$ cat src/rtl/core/mlp221_pkg.sv
// shared types, constants and helpers for the 2-2-1 perceptron core
// used by the hidden lanes, the output merge stage and the top level
package mlp221_pkg;

    localparam int HIDDEN_NEURONS = 2;
    localparam int NET_INPUTS     = 2;
    localparam int HID_WEIGHTS    = (NET_INPUTS + 1) * HIDDEN_NEURONS;
    localparam int OUT_WEIGHTS    = HIDDEN_NEURONS + 1;
    localparam int STEPS          = 61;

    localparam logic [1:0] OP_INFER = 2'd0;
    localparam logic [1:0] OP_TRAIN = 2'd1;
    localparam logic [1:0] OP_WRITE = 2'd2;

    localparam logic [11:0] LR_RESET = 12'd1024;

    typedef logic [9:0] act_t;

    typedef struct packed {
        logic hmul;
        logic hsum;
        logic hact;
        logic omul;
        logic osum;
        logic oact;
        logic d1;
        logic d2;
        logic d3;
        logic d4;
        logic d5;
        logic d6;
    } ctrl_t;

    typedef struct packed {
        logic              en;
        logic [1:0]        row;
        logic signed [15:0] value;
    } wr_t;

    localparam int EDGES [STEPS] = '{
        -4198, -3686, -3379, -3072, -2867, -2662, -2560, -2355, -2252, -2150,
        -2048, -1945, -1843, -1740, -1638, -1536, -1433, -1331, -1228, -1126,
        -1024, -921, -819, -716, -614, -512, -409, -307, -204, -102,
        0, 103, 205, 308, 410, 512, 615, 717, 922, 1024,
        1127, 1229, 1332, 1434, 1536, 1639, 1741, 1844, 1946, 2048,
        2151, 2253, 2356, 2458, 2663, 2765, 2970, 3175, 3482, 3789,
        4404
    };

    localparam int LEVELS [STEPS + 1] = '{
        10, 20, 31, 41, 51, 61, 72, 82, 92, 102,
        113, 123, 133, 143, 154, 174, 184, 205, 215, 236,
        256, 276, 297, 317, 338, 358, 389, 410, 440, 461,
        492, 512, 532, 563, 584, 614, 635, 666, 717, 727,
        748, 768, 788, 799, 819, 840, 850, 870, 881, 891,
        901, 911, 922, 932, 942, 952, 963, 973, 983, 993,
        1004, 1014
    };

    function automatic act_t activate(input logic signed [15:0] net);
        logic [5:0] k;
        k = '0;
        for (int i = 0; i < STEPS; i++) begin
            if (int'(net) >= EDGES[i]) begin
                k = 6'(i + 1);
            end
        end
        return act_t'(LEVELS[k]);
    endfunction

    function automatic logic signed [15:0] sat16(input logic signed [47:0] v);
        if (v > 48'sd32767) begin
            return 16'sh7fff;
        end else if (v < -48'sd32768) begin
            return -16'sh8000;
        end
        return v[15:0];
    endfunction

endpackage

$ cat src/rtl/core/mlp221_merge.sv
// output neuron merging the hidden lanes: sum, activation, output delta
// and output weight update; depends on mlp221_pkg
module mlp221_merge (
    input  logic                   aclk,
    input  logic                   aresetn,
    input  mlp221_pkg::ctrl_t      ctrl,
    input  mlp221_pkg::wr_t        wr,
    input  mlp221_pkg::act_t       h0,
    input  mlp221_pkg::act_t       h1,
    input  logic [10:0]            tgt,
    input  logic [11:0]            lr,
    output mlp221_pkg::act_t       s,
    output logic signed [10:0]     dout,
    output logic signed [15:0]     wo1,
    output logic signed [15:0]     wo2
);
    import mlp221_pkg::*;

    logic signed [15:0] bo_reg, wo1_reg, wo2_reg;
    logic signed [26:0] po1_reg, po2_reg;
    logic signed [15:0] net_reg;
    act_t               s_reg;
    logic signed [22:0] e_reg;
    logic signed [10:0] dout_reg;
    logic signed [23:0] lro_reg;

    logic signed [27:0] osum;
    logic signed [11:0] err;
    logic signed [34:0] dprod;
    logic signed [34:0] m1, m2;

    assign osum = 28'($signed({bo_reg, 10'b0})) + 28'(po1_reg) + 28'(po2_reg);
    assign err = $signed({1'b0, tgt}) - $signed({2'b0, s_reg});
    assign dprod = 35'(e_reg) * 35'($signed(12'd1024 - {2'b0, s_reg}));
    assign m1 = 35'(lro_reg) * 35'($signed({1'b0, h0}));
    assign m2 = 35'(lro_reg) * 35'($signed({1'b0, h1}));

    always_ff @(posedge aclk) begin
        if (!aresetn) begin
            bo_reg  <= '0;
            wo1_reg <= '0;
            wo2_reg <= '0;
        end else if (wr.en) begin
            case (wr.row)
                2'd0:    bo_reg  <= wr.value;
                2'd1:    wo1_reg <= wr.value;
                2'd2:    wo2_reg <= wr.value;
                default: ;
            endcase
        end else if (ctrl.d4) begin
            bo_reg  <= sat16(48'(bo_reg) + 48'(lro_reg >>> 10));
            wo1_reg <= sat16(48'(wo1_reg) + 48'(m1 >>> 20));
            wo2_reg <= sat16(48'(wo2_reg) + 48'(m2 >>> 20));
        end
    end

    always_ff @(posedge aclk) begin
        if (ctrl.omul) begin
            po1_reg <= 27'(wo1_reg) * 27'($signed({1'b0, h0}));
            po2_reg <= 27'(wo2_reg) * 27'($signed({1'b0, h1}));
        end
        if (ctrl.osum) begin
            net_reg <= sat16(48'(osum >>> 10));
        end
        if (ctrl.oact) begin
            s_reg <= activate(net_reg);
        end
        if (ctrl.d1) begin
            e_reg <= 23'(err) * 23'($signed({1'b0, s_reg}));
        end
        if (ctrl.d2) begin
            dout_reg <= dprod[30:20];
        end
        if (ctrl.d3) begin
            lro_reg <= 24'($signed({1'b0, lr})) * 24'(dout_reg);
        end
    end

    assign s    = s_reg;
    assign dout = dout_reg;
    assign wo1  = wo1_reg;
    assign wo2  = wo2_reg;

endmodule

$ cat config.mk
export PLATFORM = sky130hd
export DESIGN_NAME = mlp221_merge
export DESIGN_NICKNAME = d
export VERILOG_FILES = /design/src/rtl/core/mlp221_pkg.sv /design/src/rtl/core/mlp221_merge.sv
export SDC_FILE = /design/constraint.sdc
export NUM_CORES = 2
export LEC_CHECK = 0
export ABC_AREA = 1
export BUFFER_PORTS_ARGS = -buffer_cell sky130_fd_sc_hd__buf_4
export CAP_MARGIN = 20
export CORE_MARGIN = 2
export CORE_UTILIZATION = 40
export CTS_CLUSTER_SIZE = 30
export DETAILED_ROUTE_END_ITERATION = 8
export GPL_TIMING_DRIVEN = 0
export PLACE_DENSITY_LB_ADDON = 0.15
export SYNTH_ARGS = -nofsm -noshare
export SYNTH_HDL_FRONTEND = slang
export SYNTH_SLANG_ARGS = --single-unit
$ cat constraint.sdc
create_clock -name aclk -period 19.6 [get_ports aclk]
set_input_delay 4.9 -clock aclk [delete_from_list [all_inputs] [get_ports aclk]]
set_output_delay 4.9 -clock aclk [all_outputs]
set_load 0.005 [all_outputs]
---- Yosys cells after proc, flatten, opt, wreduce, memory -nomap -nowiden ----
Memory sizes are Yosys's and may differ from the RTL's. A register that Yosys moved wholly into a read port is not among the register bits.
Cells that the tools add are included.
operators by class
  multiplexer cells ....................... 101
  multiply operators ...................... 7
  $lt $le $gt $ge ......................... 69
  bitwise operators ....................... 1
  $add $sub $neg .......................... 7
  reductions and logical operators ........ 5
  equality and inequality tests ........... 5
operators with widths
  kind                                                    count
  2-to-1 mux 6 bit                                        61
  2-to-1 mux 16 bit                                       21
  >= comparator 16 x 12 -> 1 bit (second input constant)  20
  >= comparator 16 x 13 -> 1 bit (second input constant)  20
  >= comparator 16 x 11 -> 1 bit (second input constant)  9
  >= comparator 16 x 10 -> 1 bit (second input constant)  5
  multiplier 24 x 11 -> 35 bit                            2
  multiplier 16 x 11 -> 27 bit                            2
  > comparator 17 x 16 -> 1 bit (second input constant)   3
  < comparator 17 x 16 -> 1 bit (second input constant)   3
  adder 16 x 15 -> 17 bit                                 2
  >= comparator 16 x 14 -> 1 bit (second input constant)  2
  >= comparator 16 x 8 -> 1 bit (second input constant)   2
  >= comparator 16 x 9 -> 1 bit (second input constant)   2
  multiplier 23 x 12 -> 31 bit                            1
  adder 26 x 27 -> 28 bit                                 1
  adder 28 x 27 -> 28 bit                                 1
  multiplier 13 x 11 -> 24 bit                            1
  multiplier 12 x 11 -> 23 bit                            1
  2-to-1 mux 1 bit                                        19
  > comparator 18 x 16 -> 1 bit (second input constant)   1
  < comparator 18 x 16 -> 1 bit (second input constant)   1
  adder 16 x 14 -> 17 bit                                 1
  >= comparator 16 x 1 -> 1 bit (second input constant)   1
  other kinds (9)                                         13
word-level totals
  output and inout bits ................... 53
  memories kept ........................... 1
  memory bits (read-only) ................. 2048
  logic and storage cells ................. 205
  input bits .............................. 76
  flip-flop bits (word level) ............. 176
memories
  memory           depth  width  read ports  clocked after Yosys merged registers in  write ports  RTL line          RTL
  (no name shown)  64     32     1           1                                        0            mlp221_pkg.sv:68  return act_t'(LEVELS[k]);

---- Longest topological paths before layout ----
  depth in word-level cells ............... 64
  mapped depth ............................ 70
  mapped depth without buffers ............ 70

---- Worst setup path before layout ----
OpenSTA, ideal clock, no wires.
  kind .................................... in2reg
  start ................................... input h1[4]
  end ..................................... register wo2_reg[3] (netlist: wo2[3])
  buffers on the path ..................... 1
  arrival time ............................ 12641 ps
  data required time ...................... 19519 ps
  stages .................................. 49
  setup time .............................. 81 ps
  setup slack ............................. 6878 ps
  path through ............................ clkbuf_1 > nand2_1 > fa_1 > inv_1 > fa_1 > inv_1 > fa_1 > inv_1 > fa_1 > fa_1 > ha_1 > a21oi_1 > inv_1 > a21oi_1 > nor3_1 > o21ai_0 > nand2_1 > a21oi_1 > (+13 left out) > a21oi_1 > xnor2_1 > ha_1 > inv_1 > o21bai_1 > a21oi_1 > o21bai_1 > a21oi_1 > o21bai_1 > a21oi_1 > nor2_1 > nor2_1 > xor2_1 > inv_1 > nor2_1 > nor2_1 > nand3_1 > a41oi_1
on the way
  word-level cells in the longest chain between the ends .. 11
  elaborated cells on any way between the ends .. 13
  those cells by class .................... add/sub: 1; mul: 1; order compare: 2; mux: 9
ends and longest elaborated chain
  item                            RTL line            RTL
  start, declared                 mlp221_merge.sv:9   input mlp221_pkg::act_t h1,
  multiplier 24 x 11 -> 35 bit *  mlp221_merge.sv:36  assign m2 = 35'(lro_reg) * 35'($signed({1'b0, h1}));
  adder 16 x 15 -> 17 bit *       mlp221_merge.sv:53  wo2_reg <= sat16(48'(wo2_reg) + 48'(m2 >>> 20));
  < comparator 17 x 16 -> 1 bit   mlp221_pkg.sv:74    end else if (v < -48'sd32768) begin
  2-to-1 mux 1 bit                mlp221_pkg.sv:74
  2-to-1 mux 1 bit                mlp221_pkg.sv:72    if (v > 48'sd32767) begin
  2-to-1 mux 1 bit                mlp221_merge.sv:50  end else if (ctrl.d4) begin
  2-to-1 mux 1 bit                mlp221_merge.sv:43  end else if (wr.en) begin
  2-to-1 mux 1 bit                mlp221_merge.sv:39  if (!aresetn) begin
  2-to-1 mux 16 bit *             mlp221_pkg.sv:77    return v[15:0];
  2-to-1 mux 16 bit *             mlp221_merge.sv:50
  2-to-1 mux 16 bit *             mlp221_merge.sv:43
  end signal, assigned            mlp221_merge.sv:47  2'd2: wo2_reg <= wr.value;
  end signal, assigned            mlp221_merge.sv:53
  end, declared                   mlp221_merge.sv:19  logic signed [15:0] bo_reg, wo1_reg, wo2_reg;
Every way passes the cells marked *; elsewhere a longest branch is shown, timed or not. The select of a mux whose other input is x is not followed.
A chain may end at the register's enable or synchronous reset.

---- Worst setup path after layout ----
  start ................................... input h0[0]
  end ..................................... register wo1_reg[8] (netlist: wo1[8])
on the way
  word-level cells in the longest chain between the ends .. 11
  elaborated cells on any way between the ends .. 13
  those cells by class .................... add/sub: 1; mul: 1; order compare: 2; mux: 9
ends and longest elaborated chain
  item                            RTL line            RTL
  start, declared                 mlp221_merge.sv:8   input mlp221_pkg::act_t h0,
  multiplier 24 x 11 -> 35 bit *  mlp221_merge.sv:35  assign m1 = 35'(lro_reg) * 35'($signed({1'b0, h0}));
  adder 16 x 15 -> 17 bit *       mlp221_merge.sv:52  wo1_reg <= sat16(48'(wo1_reg) + 48'(m1 >>> 20));
  < comparator 17 x 16 -> 1 bit   mlp221_pkg.sv:74
  2-to-1 mux 1 bit                mlp221_pkg.sv:74
  2-to-1 mux 1 bit                mlp221_pkg.sv:72
  2-to-1 mux 1 bit                mlp221_merge.sv:50
  2-to-1 mux 1 bit                mlp221_merge.sv:43
  2-to-1 mux 1 bit                mlp221_merge.sv:39
  2-to-1 mux 16 bit *             mlp221_pkg.sv:77
  2-to-1 mux 16 bit *             mlp221_merge.sv:50
  2-to-1 mux 16 bit *             mlp221_merge.sv:43
  end signal, assigned            mlp221_merge.sv:46  2'd1: wo1_reg <= wr.value;
  end signal, assigned            mlp221_merge.sv:52
  end, declared                   mlp221_merge.sv:19
Marks and branches as above.

==> impl_metrics.env <==
export IMPL_worst_path_buf_inv=6
export IMPL_finalWirelength_um=159000
export IMPL_start_util=0.403
export IMPL_dpl_cell_area_mm2=0.0595
export IMPL_die_h_um=379
export IMPL_hp_class="flip-flop to flip-flop"
export IMPL_drc=0
export IMPL_tritoncts="yes"
export IMPL_syn_inst=6890
export IMPL_drv_slew=0
export IMPL_antenna_left=0
export IMPL_synth_compound_area_frac=0.0615
export IMPL_fin_nets=8783
export IMPL_crit_path_start_kind="input pin"
export IMPL_n_fill_cell=14200
export IMPL_cts_root_buf="clkbuf_16"
export IMPL_synth_xor_area_frac=0.0320
export IMPL_yosys_area_share_adder=0.527
export IMPL_finalSetupViolCount=0
export IMPL_fin_setup_tns_ns=0
export IMPL_crit_arrival_ns=15.03
export IMPL_syn_avg_cell_area_um2=8.18
export IMPL_synth_edf_count=138
export IMPL_cp_required_ns=20.06
export IMPL_fin_skew_ns=0.0137
export IMPL_drive_above_1_share=0.0339
export IMPL_ys_warn_count=0
export IMPL_r2r_slack_ns=8.74
export IMPL_synth_top_family_by_area="adder cells"
export IMPL_io_pins=129
export IMPL_setup_worst_path_start="h0[0]"
export IMPL_h_tree_depth=4
export IMPL_ys_ff_latch=186
export IMPL_post_cts_setup_buffer_count=0
export IMPL_finalCritPeriodShare=0.744
export IMPL_grt_pass1_vias=44900
export IMPL_cts_buffer_depth=2
export IMPL_period_needed_ns=14.57
export IMPL_clock_latency_ns=0.53
export IMPL_cp_slowest_cell="clkbuf_1"
export IMPL_max_freq_ghz=0.0686
export IMPL_cp_top_family="compound AO/OA/AOI/OAI gates"
export IMPL_synth_top_area_share=0.402
export IMPL_synthToLayoutAreaGrowth_pct=6.66
export IMPL_crit_fanout=10
export IMPL_muxShareOfSynthArea=0
export IMPL_crit_type="input pin to flip-flop"
export IMPL_min_from="wo1[13]"
export IMPL_drv_cap=0
export IMPL_synth_simple_area_share=0.140
export IMPL_cts_hold_buf=0
export IMPL_port_buffers=105
export IMPL_vias=43100
export IMPL_viasPerCell=4.84
export IMPL_syn_nets=8659
export IMPL_clk_pin_slew_worst_paths_ns=0.08
export IMPL_hold_path_end="wo1[13]"
export IMPL_overflow=0
export IMPL_ys_seq_area_frac=0.0906
export IMPL_dominantRegCellSynth="edfxtp_1"
export IMPL_routabilityCongestion=0.893
export IMPL_rsz0062_at_grt="no"
export IMPL_relSlewSlack=0.221
export IMPL_avgRoutedWirePerCell_um=17.8
export IMPL_syn_area_mm2=0.0564
export IMPL_fp_row_count=137
export IMPL_die_x_um=379
export IMPL_slowest_delay_ns=0.85
export IMPL_core_mm2=0.140
export IMPL_dp_hpwl_um=135000
export IMPL_hold_viol=0
export IMPL_reg2reg_depth=46
export IMPL_die_area_mm2=0.144
export IMPL_grt_antenna_before_repair=9
export IMPL_cts_buffers=17
export IMPL_cts_resized=0
export IMPL_status="completed"
export IMPL_worstReg2RegStart="lro_reg[0]"
export IMPL_critPathCaptureType="flip-flop"
export IMPL_numClockSinks=186
export IMPL_grt_pass1_wl_um=256000
export IMPL_drt_iter0_drc=2690
export IMPL_finish_instance_area_mm2=0.0601
export IMPL_yosys_area_top_type="fa_1"
export IMPL_cpMostUsedCell="a21oi_1"
export IMPL_r2r_end="wo1[8]"
export IMPL_synthTopCellsByArea="fa_1 40%, inv_1 13%, ha_1 12%"
export IMPL_grt_use_total=0.232
export IMPL_worst_slew_pin_slew_ns=1.17
export IMPL_hold_depth=2
export IMPL_grt_max_degree=55
export IMPL_async_reset_ff_frac=0
export IMPL_synth_distinct_cells=59
export IMPL_dr_pass1_iters=9
-- synthesized netlist by cell type, types with 3 or more instances --
master and number:
inv_1 1953, nand2_1 1496, fa_1 1132, ha_1 561
nor2_1 323, clkbuf_1 243, a21oi_1 213, o21ai_0 146
edfxtp_1 138, xor2_1 133, nand3_1 82, xnor2_1 71
dfxtp_1 48, or2_2 42, o21bai_1 39, a31oi_1 33
a41oi_1 28, nor3_1 21, o21ai_1 18, a211oi_1 16
inv_2 14, a21o_1 12, buf_1 12, nand4_1 11
o21ai_2 11, o31ai_1 10, o211ai_1 7, a21boi_0 6
a21oi_4 6, buf_2 6, a22oi_1 5, nand3b_1 5
and2_1 4, nand2_2 4, nand2_4 4, nor4_1 4
o21a_1 4, a2111oi_0 3, clkinv_1 3
-- cell families (layout without fill, tap and decap cells) --
logic type               count (synthesis)  after routing
AND/OR/NAND/NOR                       2000           2000
buffers and inverters                 2233           2370
adder cells (fa/ha/maj)               1693           1693
XOR/XNOR                               205            205
flip-flops                             186            186
AO/OA/AOI/OAI                          573            573
other                                    0              1
-- per-stage QoR --
stage | std cells | hold WS (ns) | worst slack (ns) | util
after floorplan | 6890 | 0.554 | 6.88 | -
after global placement | 8871 | 0.581 | 4.67 | 0.426
after detailed placement | 8871 | 0.595 | 4.66 | 0.426
after CTS | 8903 | 0.607 | 5.22 | 0.430
after global routing | 8903 | 0.627 | 4.11 | 0.430
final | 8904 | 0.609 | 5.03 | 0.430
-- routing by layer --
| metal | vias to the layer above | global-route usage | part of all wire |
|---|---|---|---|
| met5 | - | 0 | 0.000088 |
| met2 | 1099 | 0.372 | 0.46 |
| met1 | 21400 | 0.324 | 0.45 |
| li1 | 20400 | - | - |
| met3 | 163 | 0.0369 | 0.061 |
| met4 | 2 | 0.0616 | 0.026 |
-- worst reg2reg max path: cells and delay by family, from the launching register on --
kind,cells,cell delay [ns]
XOR/XNOR,1,0.63
AO/OA/AOI/OAI,20,3.36
adder cells (fa/ha/maj),7,2.93
AND/OR/NAND/NOR,11,1.96
buffers and inverters,7,1.60
flip-flops,1,0.32
-- placed cells by master (no fill, tap or decap), types with 5 or more instances in the layout --
cell type	synthesis	layout
or2_2	42	42
a21boi_0	6	6
ha_1	561	561
dfxtp_1	48	48
inv_1	1953	1953
buf_1	12	12
fa_1	1132	1132
a31oi_1	33	33
xnor2_1	71	71
buf_2	6	6
nor3_1	21	21
nand2_1	1496	1496
nand3_1	82	82
a41oi_1	28	28
clkbuf_16	0	17
o21ai_2	11	11
nand3b_1	5	5
a21o_1	12	12
clkinv_8	0	6
nand4_1	11	11
o211ai_1	7	7
a22oi_1	5	5
clkbuf_1	243	243
o21ai_1	18	18
nor2_1	323	323
o21ai_0	146	146
inv_2	14	14
a21oi_4	6	6
a21oi_1	213	213
xor2_1	133	133
o21bai_1	39	39
edfxtp_1	138	138
o31ai_1	10	10
a211oi_1	16	16
buf_4	0	105
-- how the worst max path moves through the flow --
stage | to | slack, ns | cells past startpoint
after global placement | wo1[14] | 4.67 | 43
after floorplan | wo2[3] | 6.88 | 49
after global routing | wo1[14] | 4.11 | 48
final | wo1[8] | 5.03 | 43
after detailed placement | wo1[6] | 4.66 | 48
after CTS | wo1[8] | 5.22 | 43
-- layout make-up --
| cell class | count | area (µm²) | area share |
|---|---|---|---|
| clock inverter | 15 | 189 | 0.00314 |
| clock buffer | 17 | 425 | 0.00708 |
| sequential | 186 | 5100 | 0.0849 |
| multi-input combinational | 4471 | 42800 | 0.713 |
| inverter | 1970 | 7390 | 0.123 |
| buffer | 263 | 1020 | 0.0169 |
| tap | 1876 | 2350 | 0.0390 |
| timing repair buffer | 105 | 788 | 0.0131 |
| antenna | 1 | 2.50 | 0.0000416 |
Power is left out: the tool's default activity adds up to more than one toggle a clock period on the data nets, which glitch-free logic cannot reach.
